===== src/hdl/euu_pkg.sv =====
// shared types for the escaped unicode to utf-8 converter
package euu_pkg;

  localparam int unsigned MaxResults = 3;

  // results caused by one input byte, oldest in data[0]
  typedef struct packed {
    logic [1:0]                  cnt;
    logic [MaxResults-1:0][7:0]  data;
    logic                        err;
    logic                        last;
  } group_t;

endpackage


===== src/hdl/euu_front.sv =====
// front end: escape decoder that turns each input byte into a group of results
module euu_front (
  input  logic            clk_i,
  input  logic            rst_ni,
  input  logic            accept_i,
  input  logic [7:0]      in_byte_i,
  input  logic            end_of_string_i,
  output logic            push_o,
  output euu_pkg::group_t group_o
);

  localparam logic [1:0] PhIdle  = 2'd0;
  localparam logic [1:0] PhSlash = 2'd1;
  localparam logic [1:0] PhHex   = 2'd2;
  localparam logic [1:0] PhDrop  = 2'd3;

  localparam logic [7:0] ChBackslash = 8'h5C;
  localparam logic [7:0] ChU         = 8'h75;
  localparam logic [1:0] LastDigit   = 2'd3;

  logic [1:0]  phase_q, phase_d;
  logic [1:0]  digits_q, digits_d;
  logic [11:0] acc_q, acc_d;

  logic [4:0]  hex;
  logic        err_hit;
  logic [15:0] cp;
  logic        is_bs;

  // bit 4 flags a valid hex digit, bits 3:0 hold its value
  function automatic logic [4:0] hex_value(input logic [7:0] c);
    logic [4:0] r;
    r = 5'd0;
    if (c >= 8'h30 && c <= 8'h39)      r = {1'b1, 4'(c - 8'h30)};
    else if (c >= 8'h61 && c <= 8'h66) r = {1'b1, 4'(c - 8'h57)};
    else if (c >= 8'h41 && c <= 8'h46) r = {1'b1, 4'(c - 8'h37)};
    return r;
  endfunction

  assign hex   = hex_value(in_byte_i);
  assign cp    = {acc_q, hex[3:0]};
  assign is_bs = (in_byte_i == ChBackslash);

  always_comb begin
    phase_d  = phase_q;
    digits_d = digits_q;
    acc_d    = acc_q;
    push_o   = 1'b0;
    group_o  = '0;
    err_hit  = 1'b0;
    if (accept_i) begin
      unique case (phase_q)
        PhIdle: begin
          if (is_bs && !end_of_string_i) begin
            phase_d = PhSlash;
          end else begin
            push_o          = 1'b1;
            group_o.cnt     = 2'd1;
            group_o.data[0] = in_byte_i;
            group_o.last    = end_of_string_i;
          end
        end
        PhSlash: begin
          if (in_byte_i == ChU) begin
            if (end_of_string_i) begin
              err_hit = 1'b1;
            end else begin
              phase_d  = PhHex;
              digits_d = '0;
              acc_d    = '0;
            end
          end else begin
            push_o          = 1'b1;
            group_o.data[0] = ChBackslash;
            if (is_bs && !end_of_string_i) begin
              // second backslash starts a fresh pending escape
              group_o.cnt = 2'd1;
            end else begin
              group_o.cnt     = 2'd2;
              group_o.data[1] = in_byte_i;
              group_o.last    = end_of_string_i;
              phase_d         = PhIdle;
            end
          end
        end
        PhHex: begin
          if (!hex[4]) begin
            err_hit = 1'b1;
          end else if (digits_q != LastDigit) begin
            if (end_of_string_i) begin
              err_hit = 1'b1;
            end else begin
              acc_d    = {acc_q[7:0], hex[3:0]};
              digits_d = digits_q + 2'd1;
            end
          end else begin
            push_o   = 1'b1;
            phase_d  = PhIdle;
            digits_d = '0;
            acc_d    = '0;
            group_o.last = end_of_string_i;
            if (cp[15:7] == '0) begin
              group_o.cnt     = 2'd1;
              group_o.data[0] = {1'b0, cp[6:0]};
            end else if (cp[15:11] == '0) begin
              group_o.cnt     = 2'd2;
              group_o.data[0] = {3'b110, cp[10:6]};
              group_o.data[1] = {2'b10, cp[5:0]};
            end else begin
              group_o.cnt     = 2'd3;
              group_o.data[0] = {4'b1110, cp[15:12]};
              group_o.data[1] = {2'b10, cp[11:6]};
              group_o.data[2] = {2'b10, cp[5:0]};
            end
          end
        end
        PhDrop: begin
          if (end_of_string_i) phase_d = PhIdle;
        end
        default: phase_d = PhIdle;
      endcase
      if (err_hit) begin
        push_o       = 1'b1;
        group_o      = '0;
        group_o.cnt  = 2'd1;
        group_o.err  = 1'b1;
        group_o.last = 1'b1;
        phase_d      = end_of_string_i ? PhIdle : PhDrop;
        digits_d     = '0;
        acc_d        = '0;
      end
    end
  end

  always_ff @(posedge clk_i or negedge rst_ni) begin
    if (!rst_ni) begin
      phase_q  <= PhIdle;
      digits_q <= '0;
      acc_q    <= '0;
    end else begin
      phase_q  <= phase_d;
      digits_q <= digits_d;
      acc_q    <= acc_d;
    end
  end

endmodule


===== src/hdl/euu_queue.sv =====
// short queue of result groups between the decoder and the output stage
module euu_queue #(
  parameter int unsigned Depth = 4
) (
  input  logic            clk_i,
  input  logic            rst_ni,
  input  logic            push_i,
  input  euu_pkg::group_t wdata_i,
  input  logic            pop_i,
  output euu_pkg::group_t rdata_o,
  output logic            full_o,
  output logic            empty_o
);

  localparam int unsigned PtrW = (Depth > 1) ? $clog2(Depth) : 1;
  localparam int unsigned CntW = $clog2(Depth + 1);
  localparam logic [PtrW-1:0] PtrLast = PtrW'(Depth - 1);
  localparam logic [CntW-1:0] CntFull = CntW'(Depth);

  euu_pkg::group_t        mem_q [Depth];
  logic [PtrW-1:0]        wr_q, rd_q;
  logic [CntW-1:0]        cnt_q;
  logic                   do_push, do_pop;

  assign full_o  = (cnt_q == CntFull);
  assign empty_o = (cnt_q == '0);
  assign do_push = push_i && !full_o;
  assign do_pop  = pop_i && !empty_o;
  assign rdata_o = mem_q[rd_q];

  always_ff @(posedge clk_i) begin
    if (do_push) mem_q[wr_q] <= wdata_i;
  end

  always_ff @(posedge clk_i or negedge rst_ni) begin
    if (!rst_ni) begin
      wr_q  <= '0;
      rd_q  <= '0;
      cnt_q <= '0;
    end else begin
      if (do_push) wr_q <= (wr_q == PtrLast) ? '0 : wr_q + PtrW'(1);
      if (do_pop)  rd_q <= (rd_q == PtrLast) ? '0 : rd_q + PtrW'(1);
      if (do_push && !do_pop)      cnt_q <= cnt_q + CntW'(1);
      else if (do_pop && !do_push) cnt_q <= cnt_q - CntW'(1);
    end
  end

endmodule


===== src/hdl/euu_back.sv =====
// back end: hands out each queued group one result beat per cycle on pop_i
module euu_back (
  input  logic            clk_i,
  input  logic            rst_ni,
  input  logic            q_empty_i,
  input  euu_pkg::group_t head_i,
  output logic            q_pop_o,
  input  logic            pop_i,
  output logic            empty_o,
  output logic [7:0]      out_byte_o,
  output logic            bad_escape_o,
  output logic            last_o
);

  logic       valid_q;
  logic [1:0] idx_q;
  logic       load, final_beat;
  logic [7:0] byte_q;
  logic       bad_q, last_q;

  assign final_beat = (idx_q == head_i.cnt - 2'd1);
  assign load       = !q_empty_i && (!valid_q || pop_i);
  assign q_pop_o    = load && final_beat;

  always_ff @(posedge clk_i or negedge rst_ni) begin
    if (!rst_ni) begin
      valid_q <= 1'b0;
      idx_q   <= '0;
    end else begin
      if (load) begin
        valid_q <= 1'b1;
        idx_q   <= final_beat ? 2'd0 : idx_q + 2'd1;
      end else if (pop_i) begin
        valid_q <= 1'b0;
      end
    end
  end

  always_ff @(posedge clk_i) begin
    if (load) begin
      byte_q <= head_i.data[idx_q];
      bad_q  <= head_i.err;
      last_q <= head_i.last && final_beat;
    end
  end

  assign empty_o      = !valid_q;
  assign out_byte_o   = byte_q;
  assign bad_escape_o = bad_q;
  assign last_o       = last_q;

endmodule


===== src/hdl/escaped_unicode_to_utf8.sv =====
// top level of the escaped unicode to utf-8 converter
// Input channel: a byte beat (in_byte_i, end_of_string_i) is taken at a clock
// edge with push_i high and full_o low. Result channel: while empty_o is low
// the oldest result (out_byte_o, bad_escape_o, last_o) is shown, and it is
// taken at an edge with pop_i high. Plain bytes pass through; a \uXXXX escape
// becomes one to three utf-8 bytes; a bad or cut-off escape gives one result
// with bad_escape_o and last_o set, and the rest of that string is dropped.
// The decoder takes one byte per cycle while full_o is low and writes the
// results it causes as one group into a QueueDepth-entry queue; the output
// stage hands out one result per cycle while pop_i is high, so sustained input
// is one byte per cycle while each byte gives at most one result, and otherwise
// it is paced by the result bytes. An input beat's first result passes through
// the queue write and then into the output register.
// When the receiver stalls the result holds; the queue fills and full_o rises
// after QueueDepth groups are waiting. Reset empties the queue and the output
// register and returns the decoder to its idle state, no escape pending.
module escaped_unicode_to_utf8 #(
  parameter int unsigned QueueDepth = 4
) (
  input  logic       clk_i,
  input  logic       rst_ni,
  input  logic       push_i,
  output logic       full_o,
  input  logic [7:0] in_byte_i,
  input  logic       end_of_string_i,
  output logic       empty_o,
  input  logic       pop_i,
  output logic [7:0] out_byte_o,
  output logic       bad_escape_o,
  output logic       last_o
);

  logic            accept;
  logic            grp_push;
  euu_pkg::group_t grp;
  euu_pkg::group_t head;
  logic            q_empty, q_pop;

  assign accept = push_i && !full_o;

  euu_front u_front (
    .clk_i           (clk_i),
    .rst_ni          (rst_ni),
    .accept_i        (accept),
    .in_byte_i       (in_byte_i),
    .end_of_string_i (end_of_string_i),
    .push_o          (grp_push),
    .group_o         (grp)
  );

  euu_queue #(
    .Depth (QueueDepth)
  ) u_queue (
    .clk_i   (clk_i),
    .rst_ni  (rst_ni),
    .push_i  (grp_push),
    .wdata_i (grp),
    .pop_i   (q_pop),
    .rdata_o (head),
    .full_o  (full_o),
    .empty_o (q_empty)
  );

  euu_back u_back (
    .clk_i        (clk_i),
    .rst_ni       (rst_ni),
    .q_empty_i    (q_empty),
    .head_i       (head),
    .q_pop_o      (q_pop),
    .pop_i        (pop_i),
    .empty_o      (empty_o),
    .out_byte_o   (out_byte_o),
    .bad_escape_o (bad_escape_o),
    .last_o       (last_o)
  );

endmodule


===== config.mk =====
export PLATFORM = sky130hd
export DESIGN_NAME = escaped_unicode_to_utf8
export DESIGN_NICKNAME = d
export VERILOG_FILES = /design/src/hdl/euu_pkg.sv /design/src/hdl/euu_front.sv /design/src/hdl/euu_queue.sv /design/src/hdl/euu_back.sv /design/src/hdl/escaped_unicode_to_utf8.sv
export SDC_FILE = /design/constraint.sdc
export NUM_CORES = 1
export LEC_CHECK = 0
export ABC_AREA = 1
export BUFFER_PORTS_ARGS = -buffer_cell sky130_fd_sc_hd__buf_2
export CORE_MARGIN = 4
export CORE_UTILIZATION = 60
export CTS_BUF_LIST = sky130_fd_sc_hd__clkbuf_16
export DETAILED_ROUTE_END_ITERATION = 6
export PLACE_DENSITY = 0.78
export SYNTH_ARGS = -nofsm -noshare
export SYNTH_HDL_FRONTEND = slang
export SYNTH_SLANG_ARGS = --single-unit
export TNS_END_PERCENT = 100

===== constraint.sdc =====
create_clock -name clk_i -period 4.6 [get_ports clk_i]
set_clock_uncertainty 0.2 [all_clocks]
set_input_delay 0.23 -clock clk_i [delete_from_list [all_inputs] [get_ports clk_i]]
set_output_delay 0.23 -clock clk_i [all_outputs]
set_load 0.01 [all_outputs]

**After elaboration in Yosys (flattened, before gate mapping)**

Memory sizes are Yosys's and may differ from the RTL's.
Index checks and enable logic that the tools add are counted.

- Register bits: 36
- Bits in writable memories: 112
- Memories: 1
- Bits of input ports: 13
- Output and inout bits: 12

- $add $sub $neg: 10
- Eq/ne operators: 19
- Reductions and logical operators: 28
- $lt $le $gt $ge: 7
- Multiplexer cells: 75

Memories:

| name | depth | bits a word | rd ports | clocked after memory_dff | wr ports | RTL line | RTL |
|---|---|---|---|---|---|---|---|
| u_queue.mem_q | 4 | 28 | 1 | 0 | 1 | euu_queue.sv:20 | `euu_pkg::group_t mem_q [Depth];` |

Operator list:

| operator | number |
|---|---|
| 12-bit two-way mux | 6 |
| 28-bit two-way mux | 2 |
| 26-bit two-way mux | 2 |
| 2-bit two-way mux | 21 |
| 8-bit two-way mux | 5 |
| 16-bit two-way mux | 2 |
| 12-bit one-hot mux with 2 select lines | 1 |
| 8-bit one-hot mux with 3 select lines | 1 |
| 1-bit two-way mux | 21 |
| 8-bit binary-select mux with 2-bit select | 1 |
| 8-bit by 7-bit == test with 1-bit output, second input constant | 2 |
| 8-bit by 7-bit greater-or-equal comparator with 1-bit output, second input constant | 2 |
| 8-bit by 7-bit <= comparator with 1-bit output, second input constant | 2 |
| 8-bit one-hot mux with 2 select lines | 1 |
| 5-bit two-way mux | 3 |
| 14-bit two-way mux | 1 |
| 1-bit logical AND | 12 |
| 4-bit inequality test, second input constant | 3 |
| 9-bit zero test | 1 |
| 3-bit by 1-bit inequality test with 1-bit output, second input constant | 3 |
| 2-bit by 1-bit adder with 2-bit output, second input constant | 4 |
| 2-bit == test, second input constant | 4 |
| 8-bit by 6-bit greater-or-equal comparator with 1-bit output, second input constant | 1 |
| 8-bit by 6-bit <= comparator with 1-bit output, second input constant | 1 |
| other kinds (27) | 37 |

**Logic depth before layout (Yosys ltp)**

Gate-level depths: netlist of run 1.

- Depth after elaboration: 15
- Mapped depth: 18
- Gate-level depth less buffers: 18

**Cells and area by module**

A second synthesis of run 1 with hierarchy kept.

- Cells, all modules: 783
- Area total of the unflattened synthesis: 7683.6 µm²

Modules (own cells, without submodules):

| module | area each (µm²) | cells each | times used | sequential area each (µm²) |
|---|---|---|---|---|
| euu_queue | 5082.4 | 387 | 1 | 3538.4 |
| euu_front | 1890.6 | 315 | 1 | 400.4 |
| euu_back | 700.7 | 79 | 1 | 375.4 |
| escaped_unicode_to_utf8 | 10.0 | 2 | 1 | 0.0 |

**Worst setup path before layout of run 1**

Ideal clock, no wire load.

- Path type: flip-flop to flip-flop
- Start point: register u_front.phase_q[0]
- End point: memory u_queue.mem_q[0][0] (netlist bit), enable pin
- Path buffers: 0
- Cell stages (with the launch flop): 9
- Setup slack: 1.374 ns
- Required time: 3.989 ns
- Setup time: 0.411 ns
- Arrival: 2.615 ns
- Path through: dfrtp_1 -> inv_1 -> ha_1 -> inv_1 -> nor2_1 -> nand2_1 -> nand2_2 -> inv_2 -> nor2_1

- Word-level cells in the longest chain between the ends: 8

Ends and longest elaborated chain:

| what | RTL line | RTL |
|---|---|---|
| start: declaration | euu_front.sv:21 | `logic [1:0] phase_q, phase_d;` |
| start signal: assignment | euu_front.sv:137 | `phase_q <= PhIdle;` |
| start signal: assignment | euu_front.sv:141 | `phase_q <= phase_d;` |
| 2-bit == test / 2-bit by 1-bit == test with 1-bit output (equally long branches) | euu_front.sv:52 | `unique case (phase_q)` |
| 1-bit one-hot mux with 2 select lines | euu_front.sv:52 |  |
| 1-bit two-way mux | euu_front.sv:51 | `if (accept_i) begin` |
| 1-bit two-way mux * | euu_front.sv:122 | `if (err_hit) begin` |
| 1-bit two-way mux * | euu_front.sv:51 |  |
| 1-bit logical AND * | euu_queue.sv:27 | `assign do_push = push_i && !full_o;` |
| via u_queue.do_push | euu_queue.sv:23 | `logic do_push, do_pop;` |
| 1-bit two-way mux * | euu_queue.sv:32 | `if (do_push) mem_q[wr_q] <= wdata_i;` |
| 1-bit two-way mux (implied by the code) * | euu_queue.sv:32 |  |
| end: declaration | euu_queue.sv:20 |  |

The timed path passes the listed nets; every way through them passes the cells marked *. The select of a mux whose other input is x is not followed.

**Final worst setup path of run 1**

- Start point: register u_queue.rd_q[1]
- End point: register u_queue.cnt_q[2]

- Word-level cells in the longest chain between the ends: 8

Ends and longest elaborated chain:

| what | RTL line | RTL |
|---|---|---|
| start: declaration | euu_queue.sv:21 | `logic [PtrW-1:0] wr_q, rd_q;` |
| start signal: assignment | euu_queue.sv:42 | `if (do_pop) rd_q <= (rd_q == PtrLast) ? '0 : rd_q + PtrW'(1);` |
| memory read 4 x 28 bit * | n/a |  |
| 2-bit by 1-bit subtractor with 2-bit output * | euu_back.sv:21 | `assign final_beat = (idx_q == head_i.cnt - 2'd1);` |
| 2-bit == test * | euu_back.sv:21 |  |
| 1-bit logical AND * | euu_back.sv:23 | `assign q_pop_o = load && final_beat;` |
| 1-bit logical AND * | euu_queue.sv:28 | `assign do_pop = pop_i && !empty_o;` |
| 1-bit zero test | euu_queue.sv:43 | `if (do_push && !do_pop) cnt_q <= cnt_q + CntW'(1);` |
| 1-bit logical AND | euu_queue.sv:43 |  |
| 3-bit two-way mux / 2-bit nonzero test (equally long branches) | n/a |  |
| end signal: assignment | euu_queue.sv:43 |  |
| end signal: assignment | euu_queue.sv:44 | `else if (do_pop && !do_push) cnt_q <= cnt_q - CntW'(1);` |
| end: declaration | euu_queue.sv:22 | `logic [CntW-1:0] cnt_q;` |

Every way passes the cells marked *; elsewhere a longest branch is shown, timed or not.
A chain may end at the register's enable or synchronous reset.

==> results of run 1 <==
where the power goes:
group          internal [µW]  switching, µW
clock                    847            522
combinational            470           1090
sequential              1790            110
through the flow:
step           area [µm²]  total power, µW
3_3_place_gp         7180             3360
5_1_grt              7790             5080
2_1_floorplan        6960             2970
3_5_place_dp         7180             3440
4_1_cts              7790             4820
6_report             7790             4820
per-layer routing:
layer / track usage, % / part of all wire, % / vias up
li1: - / - / 2376
met1: 32.1 / 39 / 2443
met2: 43.6 / 50 / 228
met3: 5.80 / 7.3 / 50
met4: 10.8 / 2.9 / 0
met5: 0 / 0 / -
kinds of logic (layout without fill, tap and decap cells):
group | after synthesis | in the layout | synth area share, %
simple gates | 264 | 264 | 17.8
flops | 144 | 144 | 60.3
xor+xnor | 4 | 4 | 0.503
fa+ha+maj | 17 | 17 | 3.16
buf+inv | 90 | 128 | 5.54
compound gates | 141 | 141 | 12.8
synthesized netlist by cell type, types with 2 or more instances:
cell	n	share of area [%]
o211ai_1	6	0.65
nand2_1	90	4.9
a21oi_1	17	1.2
nand4_1	15	1.3
buf_2	4	0.29
nand2_2	12	1.1
o221ai_1	12	1.5
nand3_2	5	0.72
nor2_1	91	4.9
a31oi_1	5	0.45
xor2_1	3	0.38
nor3_1	6	0.43
nor2_4	3	0.49
o21ai_0	65	4.7
o21ai_2	14	1.8
inv_1	54	2.9
nand3_4	2	0.50
inv_2	8	0.43
clkbuf_1	17	0.92
nand2_4	4	0.65
a32o_1	5	0.72
dfrtp_1	26	9.3
ha_1	16	2.9
o22ai_1	13	1.2
buf_4	2	0.22
nand3_1	33	2.4
edfxtp_1	118	51
buf_6	3	0.49
critical path, delay by kind of cell (launching register included):
family,cells,cell delay [ns]
adders and majority gates,2,0.58
and+or+nand+nor,4,0.52
buffers and inverters,3,0.71
DFF,1,0.36
xor gates and xnor gates,2,0.34
AOI/OAI and AO/OA,2,0.25
final timing paths:
| path | endpoint | slack [ns] | cells past startpoint |
|---|---|---|---|
| worst max register to register | u_queue.cnt_q[2] | 1.49 | 13 |
| max in group asynchronous | u_front.digits_q[0] | 3.63 | 2 |
| worst min-delay path | u_queue.mem_q[0][9] | 0.1 | 3 |
| worst max-delay path | u_queue.cnt_q[2] | 1.49 | 13 |
| worst min register to register | u_front.digits_q[1] | 0.30 | 2 |
| min in group asynchronous | u_queue.rd_q[0] | 0.16 | 2 |
area by class of cell:
| cell class | instances | area [µm²] | area share, % |
|---|---|---|---|
| Clock buffer | 17 | 425 | 5.46 |
| Inverter | 62 | 233 | 2.99 |
| Multi-Input combinational cell | 426 | 2390 | 30.7 |
| Clock inverter | 15 | 170 | 2.18 |
| Tap cell | 143 | 179 | 2.30 |
| Timing Repair Buffer | 34 | 200 | 2.57 |
| Sequential cell | 144 | 4190 | 53.8 |
registers in the layout, indices dropped and copies added, names as in the netlist, 2 cells and up:
register           flops
u_queue.cnt_q          3
u_front.digits_q       2
u_front.phase_q        2
u_back.out_byte_o      8
u_front.acc_q         12
u_back.idx_q           2
u_queue.rd_q           2
u_queue.mem_q        108
u_queue.wr_q           2
what timing repair did:
action | in CTS | in global routing
hold buffers | 2 | 0
setup endpoints to repair | 0 | 0
buffers inserted | 0 | 0
endpoints found under the hold margin | 27 | 0
==> metrics.txt, run 1 <==
cts repair resizes 0; Final Hold Vio Count 0; Antenna Cells 0; Nets 715; Arrival @ worst endpoint 3.21 ns; Post-Syn Nets 690; Final WS setup 1.49 ns; slowest stage delay, CP 0.41 ns; Post-Layout Cell Count 841; most frequent cells in the layout 118 x edfxtp_1, 90 x nand2_1, 87 x nor2_1, 65 x o21ai_0, 55 x inv_1; routed len/inst 19.6 µm; post-DP HPWL 10700 µm; FILL cells 821; post-route ant nets 0; Final Wtd Congestion 0.946; CP max stage cell inv_2; placed insts 807; r2r startpoint u_queue.rd_q[1]; Final Critical Period 3.11 ns; Synth Instances 660; Port-buffer cells 24; Power Dens Cells 619 nW/µm²; startpoint type of the worst setup path flip-flop; CP Launch Point u_queue.rd_q[1]; Async SR Flop Fraction 18.1%; DRT iter0 DRCs 526; critical path cell sequence buf_4, inv_2, nand3_1, nand2_1, xor2_1, nand2_1, nand3_1, ha_1, inv_1, fa_1, a21oi_1, o21ai_0, xor2_1; Worst EP required 4.70 ns; Worst-path clk slew 0.06 ns; # setup viols final 0; CTS tree built; TritonCTS buffer count 17; Crit Path Max Fanout 29; Die Span Y 116 µm; via count 5097; max frequency 0.322 GHz; Die W 116 µm; ys flop type edfxtp_1; startpoint of the worst hold path in_byte_i[7]; vias in the first global route 4997; Clk Latency, worst-skew pair 0.42 ns; worst hold margin 0.0994 ns; initial core utilization 61.2%; cell at the root of the clock tree clkbuf_16; commonest non-fill, non-tap cell in the layout edfxtp_1; setup slack after placement 1.54 ns; site row count 39; synthesized area 6960 µm²; Slew HR 46.4%; unrepaired setup endpoints after global routing false; Distinct cells, synth 39; first-pass GRT wire length 25800 µm; I/O pins 25; Seq/Total Area, Yosys 60.3%; Max Cap Viol 0; DR pass1 iterations 7; Final period util 67.6%; H-Tree Depth 4; outcome finished clean; clock sink count 144; Hold WC Path Type input pin to flip-flop; post-layout util 68.5%; layout cell share with drive strength beyond 1 16.9%; fin. max-slew vios 0; syn avg cell area 10.5 µm²; Seq cells post-synth 144; DRC viols 0; Static Leakage 0.00304 µW; antenna violations before repair 0; area grow syn2layout 12.0%; GRT Overall Usage 25.7%; via/cell ratio 6.06; worst-margin pin slew 0.801 ns; core area 11400 µm²; EDFF count, synth 118; Setup CP Type flip-flop to flip-flop; grt total ovfl 0; yosys warns 0; Critical Path End Type flip-flop; VDD IR-drop max 362 µV; clk buf depth 2; final wirelength 16500 µm; largest net degree at the start of global routing 57; die area 13400 µm²; Fin Setup TNS 0 ns
(Power assumes the default switching activity.)
==> inputs of run 2 (changes only) <==
clock period = 2.93 ns   (was 4.6 ns; I/O delays follow)
==> run 2 against run 1 <==
Count of clock-buffer cells in the layout is the same. Worst setup slack got worse by 1.3 ns. Core utilization rose by 1.4 points. Critical path type unchanged.
==> metrics.txt, run 2 (synthesized netlist as in run 1, its figures left out) <==
Hold WC Path Type input pin to flip-flop; core area 11400 µm² (unchanged); CP max stage cell dfrtp_1; Setup CP Type flip-flop to flip-flop; Port-buffer cells 24 (unchanged); r2r startpoint u_front.phase_q[0]; reg2reg end u_queue.cnt_q[2]; # setup viols final 0 (unchanged); Max Cap Viol 0 (unchanged); I/O pins 25 (unchanged); clk buf depth 2 (unchanged); Most flops, register u_queue.mem_q; Final Instance Area 7950 µm² (+2.1%); Worst EP required 3.01 ns (-1.69 ns); critical path cell sequence inv_1, ha_2, inv_1, nor2_4, inv_1, nand3_1, nand2_1, nand2_2, ha_1, inv_1, fa_1, a21oi_1, o21ai_0, xor2_1; clock sink count 144 (unchanged); Placed Area 7310 µm² (+1.8%); outcome finished clean; max frequency 0.363 GHz (+13%); area grow syn2layout 14.3%; Arrival @ worst endpoint 2.84 ns (-0.37 ns); CP most frequent cell inv_1; fin. max-slew vios 0 (unchanged); layout cell share with drive strength beyond 1 18.5% (+1.6 points); commonest non-fill, non-tap cell in the layout edfxtp_1; Crit Path Max Fanout 6 (-79%); initial core utilization 61.2% (unchanged); post-route ant nets 0 (unchanged); vias in the first global route 5036 (+0.78%); most frequent cells in the layout 118 x edfxtp_1, 90 x nand2_1, 85 x nor2_1, 65 x o21ai_0, 56 x inv_1; Critical Path End Type flip-flop; final wirelength 16500 µm (about the same); Slew HR 51.8% (+5.4 points); Worst-path clk slew 0.06 ns (about the same); TritonCTS buffer count 17 (unchanged); die area 13400 µm² (unchanged); GRT Overall Usage 26.1% (+0.40 points); VDD IR-drop max 657 µV (+81%); first-pass GRT wire length 26100 µm (+1.2%); via/cell ratio 6.08 (+0.36%); cell at the root of the clock tree clkbuf_16; worst r2r path cells 14 (+1); Final period util 94.0% (+26 points); Die W 116 µm (unchanged); FILL cells 823 (+0.24%); H-Tree Depth 4 (unchanged); Final Wtd Congestion 0.926 (-2.1%); DRT iter0 DRCs 552 (+4.9%); antenna violations before repair 0 (unchanged); slowest stage delay, CP 0.41 ns (about the same); Clk Latency, worst-skew pair 0.42 ns (about the same); site row count 39 (unchanged); Hold EP u_queue.mem_q[2][9]; Fin Setup TNS 0 ns (unchanged); routed len/inst 19.3 µm (-1.2%); Die Span Y 116 µm (unchanged); Final Critical Period 2.75 ns (-0.353 ns); largest net degree at the start of global routing 51 (-11%); Final Hold Vio Count 0 (unchanged); startpoint type of the worst setup path flip-flop; Static Leakage 0.00313 µW (+3.1%); Power Dens Cells 967 nW/µm² (+56%); grt total ovfl 0 (unchanged); Largest register FFs 108 (unchanged); Antenna Cells 0 (unchanged); startpoint of the worst hold path in_byte_i[7]; Nets 726 (+1.5%); Reg2Reg Setup Slack 0.18 ns (-1.32 ns); DRC viols 0 (unchanged); worst hold stages 3 (unchanged); DR pass1 iterations 5 (-2); CTS tree built; unrepaired setup endpoints after global routing false; post-DP HPWL 10700 µm (about the same); worst-margin pin slew 0.720 ns (-0.0809 ns); via count 5182 (+1.7%)
## run 2: cell types whose count changed in the layout (fill, tap and decap cells not counted), moves of 2 or more
cell	delta
clkinvlp_4	-5
clkinv_2	+3
buf_12	+4
buf_4	+7
nor2_1	-2
## run 2: metrics by stage
stage / worst slack [ns] / hold WS, ns / power [µW] / util (%) / std cells
2_1_floorplan: -0.296 / -0.349 / 4660 / - / 660
3_3_place_gp: 0.156 / -0.0129 / 5380 / 64.3 / 818
3_5_place_dp: 0.0724 / -0.00999 / 5470 / 64.3 / 818
4_1_cts: 0.0161 / 0.000569 / 7690 / 69.8 / 852
5_1_grt: 0.00519 / 0.0427 / 8110 / 70.0 / 852
6_report: 0.175 / 0.0191 / 7690 / 70.0 / 852
## run 2: critical path: cells and delay by family, from the launching register on
kind | cells | cell delay (ns)
adders and majority gates | 3 | 0.78
and+or+nand+nor | 4 | 0.45
DFF | 1 | 0.41
buffers and inverters | 4 | 0.37
AOI/OAI and AO/OA | 2 | 0.28
xor gates and xnor gates | 1 | 0.16
## run 2: area by class of cell
cell class	count	area (µm²)	share of cell area, %
clock buffer	17	425	5.35
timing repair buffer	45	333	4.18
inverter	62	233	2.93
clock inverter	15	176	2.22
multi-input combinational	426	2410	30.3
sequential	144	4200	52.7
tap	143	179	2.25
## run 2: worst max-delay path by stage
stage | slack, ns | cells past startpoint | startpoint | endpoint
after floorplan | -0.30 | 8 | u_front.phase_q[0] | u_queue.mem_q[0][0]
after global placement | 0.16 | 14 | u_front.phase_q[0] | u_queue.cnt_q[2]
after detailed placement | 0.07 | 19 | in_byte_i[1] | u_queue.cnt_q[2]
after CTS | 0.02 | 14 | u_front.phase_q[0] | u_queue.cnt_q[2]
after global routing | 0.005 | 14 | u_front.phase_q[1] | u_queue.cnt_q[2]
final | 0.18 | 14 | u_front.phase_q[0] | u_queue.cnt_q[2]
## run 2: report_power, final
part           internal (µW)  switching [µW]  total [µW]
clock network           1400             790        2190
registers               2800             163        2970
logic                    822            1710        2530
## run 2: timing repair
action / in CTS / in global routing
hold endpoints to repair: 27 / 0
endpoints found under the setup margin: 0 / 2
hold buffers: 2 / 0
setup buffers: 0 / 0
resized for setup: 0 / 6
## run 2: layer usage
metal	GRT usage, %	up-vias	part of all wire [%]
li1	-	2398	-
met1	32.4	2507	38
met2	45.4	239	52
met3	4.70	38	7.4
met4	10.7	0	2.3
met5	0	-	0
==> inputs of run 3 (changes only) <==
--- a/config.mk
+++ b/config.mk
@@ -10,6 +10,6 @@
 export CORE_MARGIN = 4
-export CORE_UTILIZATION = 60
+export CORE_UTILIZATION = 35
 export CTS_BUF_LIST = sky130_fd_sc_hd__clkbuf_16
 export DETAILED_ROUTE_END_ITERATION = 6
-export PLACE_DENSITY = 0.78
+export GPL_ROUTABILITY_DRIVEN = 0
 export SYNTH_ARGS = -nofsm -noshare
--- a/constraint.sdc
+++ b/constraint.sdc
@@ -4,2 +4,2 @@
 set_output_delay 0.1465 -clock clk_i [all_outputs]
-set_load 0.01 [all_outputs]
+set_load 0.05 [all_outputs]
==> run 3 against run 2 <==
Via count is 4.6% lower. Largest cell class unchanged. First-iteration DRC count is 41% lower. Register-to-register slack better by 0.06 ns. Critical endpoint unchanged. Global-route usage is 11 points lower.
==> metrics.txt, run 3 (synthesized netlist as in run 1, its figures left out) <==
slowest stage delay, CP 0.41 ns (about the same); VDD IR-drop max 418 µV (-36%); layout cell share with drive strength beyond 1 19.7% (+1.2 points); post-layout util 41.9% (-28 points); Static Leakage 0.00316 µW (+0.99%); Port-buffer cells 24 (unchanged); Final Critical Period 2.69 ns (-0.0616 ns); max frequency 0.371 GHz (+2.3%); Hold WC Path Type input pin to flip-flop; Final period util 91.9% (-2.1 points); Nets 734 (+1.1%); worst-margin pin slew 0.662 ns (-0.0584 ns); reg2reg end u_queue.cnt_q[2]; commonest non-fill, non-tap cell in the layout edfxtp_1; Antenna Cells 0 (unchanged); die area 22200 µm² (+66%); antenna violations before repair 0 (unchanged); TritonCTS buffer count 17 (unchanged); final wirelength 16600 µm (+0.82%); core area 19500 µm² (+72%); worst r2r path cells 14 (unchanged); startpoint type of the worst setup path flip-flop; post-CTS setup buffer count 0 (unchanged); Power, Total 8030 µW (+4.4%); routed len/inst 16.9 µm (-13%); Arrival @ worst endpoint 2.79 ns (-0.05 ns); Largest register FFs 108 (unchanged); I/O pins 25 (unchanged); first-pass GRT wire length 26600 µm (+1.7%); Max Used Layer met4; Reg2Reg Setup Slack 0.24 ns (+0.06 ns); largest net degree at the start of global routing 49 (-3.9%); met3 WL 803 µm (-34%); worst hold stages 3 (unchanged); FILL cells 1931 (+130%); CTS tree built; Slew HR 55.9% (+4.1 points); Clk Latency, worst-skew pair 0.42 ns (about the same); most frequent cells in the layout 118 x edfxtp_1, 90 x nand2_1, 87 x nor2_1, 65 x o21ai_0, 54 x inv_1; # setup viols final 0 (unchanged); site row count 51 (+31%); Power Dens Cells 982 nW/µm² (+1.5%); via/cell ratio 5.04 (-17%); GRT Overall Usage 15.6% (-11 points); met1 WL 7450 µm (+18%); Setup CP Type flip-flop to flip-flop; unrepaired setup endpoints after global routing false; area grow syn2layout 17.5%; Final Hold Vio Count 0 (unchanged); Die W 149 µm (+29%); Die Span Y 149 µm (+29%); clock sink count 144 (unchanged); cell at the root of the clock tree clkbuf_16; hold_buf cts 3 (+1); initial core utilization 35.6% (-26 points); fin. max-slew vios 0 (unchanged); post-route ant nets 0 (unchanged); Placed Area 7530 µm² (+3.0%); via count 4945 (-4.6%); Max Cap Viol 0 (unchanged); clk buf depth 2 (unchanged); grt total ovfl 0 (unchanged); Most flops, register u_queue.mem_q; critical path cell sequence inv_1, ha_1, nand2_1, inv_1, nand4_2, nand2_4, nand2_1, nand2_2, ha_1, inv_1, fa_1, a21oi_1, o21ai_0, xor2_1; Critical Path End Type flip-flop; outcome finished clean; r2r startpoint u_front.phase_q[1]; Worst EP required 3.03 ns (+0.02 ns); DR pass1 iterations 5 (unchanged); DRC viols 0 (unchanged); Final Instance Area 8180 µm² (+2.8%); post-DP HPWL 11100 µm (+3.8%); DRT iter0 DRCs 326 (-41%); CP max stage cell dfrtp_1; Fin Setup TNS 0 ns (unchanged); Hold EP u_queue.mem_q[3][16]; startpoint of the worst hold path in_byte_i[6]; Crit Path Max Fanout 5 (-1); cts repair resizes 0 (unchanged); CP most frequent cell inv_1; Worst-path clk slew 0.06 ns (about the same); H-Tree Depth 4 (unchanged); metal2 WL 7960 µm (-6.9%); vias in the first global route 4902 (-2.7%)
==> run 3: changes by cell type in the layout (fill, tap and decap cells not counted), moves of 3 or more <==
cell / delta
buf_4: +7
inv_6: +5
clkinv_2: -4
clkinv_1: -3
==> run 3: power by group <==
group          leakage (µW)  switching (µW)  internal [µW]  total, µW
clock              0.000299             895           1370       2260
combinational       0.00141            1960            867       2830
sequential          0.00145             143           2800       2940
total               0.00316            3000           5030       8030
==> run 3: metal layers <==
layer / GRT usage [%] / up-vias
li1: - / 2412
met1: 20.7 / 2367
met2: 24.9 / 130
met3: 3.43 / 36
met4: 6.13 / 0
met5: 0 / -
==> run 3: stage by stage <==
stage	instances	setup WS, ns	hold WS [ns]
global placement	947	0.149	0.0185
global route	982	0.0368	0.0789
floorplan	660	-0.296	-0.349
finish	982	0.237	0.0811
detailed placement	947	0.0986	0.0189
CTS	982	0.232	0.0347
==> run 3: worst max-delay path: cells and delay by family, from the launching register on <==
family                   cells  cell delay [ns]
flip-flops                   1             0.41
AO/OA/AOI/OAI                2             0.26
buffers and inverters        3             0.25
AND/OR/NAND/NOR              5             0.60
adder cells (fa/ha/maj)      3             0.72
XOR/XNOR                     1             0.15
==> run 3: how the worst max path moves through the flow <==
| stage | startpoint | end | slack [ns] | cells past startpoint |
|---|---|---|---|---|
| after detailed placement | in_byte_i[1] | u_queue.cnt_q[2] | 0.1 | 19 |
| after floorplan | u_front.phase_q[0] | u_queue.mem_q[0][0] | -0.30 | 8 |
| after global routing | u_front.phase_q[0] | u_queue.cnt_q[2] | 0.04 | 12 |
| after CTS | u_front.phase_q[1] | u_queue.cnt_q[2] | 0.23 | 14 |
| after global placement | in_byte_i[1] | u_queue.cnt_q[2] | 0.15 | 19 |
| final | u_front.phase_q[1] | u_queue.cnt_q[2] | 0.24 | 14 |
==> run 3: final cells by class <==
class | count | area [µm²] | share of cell area, %
clock buffer | 17 | 425 | 5.20
inverter | 62 | 233 | 2.85
clock inverter | 15 | 198 | 2.42
timing repair buffer | 53 | 395 | 4.83
sequential | 144 | 4190 | 51.3
multi-input combinational | 426 | 2400 | 29.4
tap | 265 | 332 | 4.05
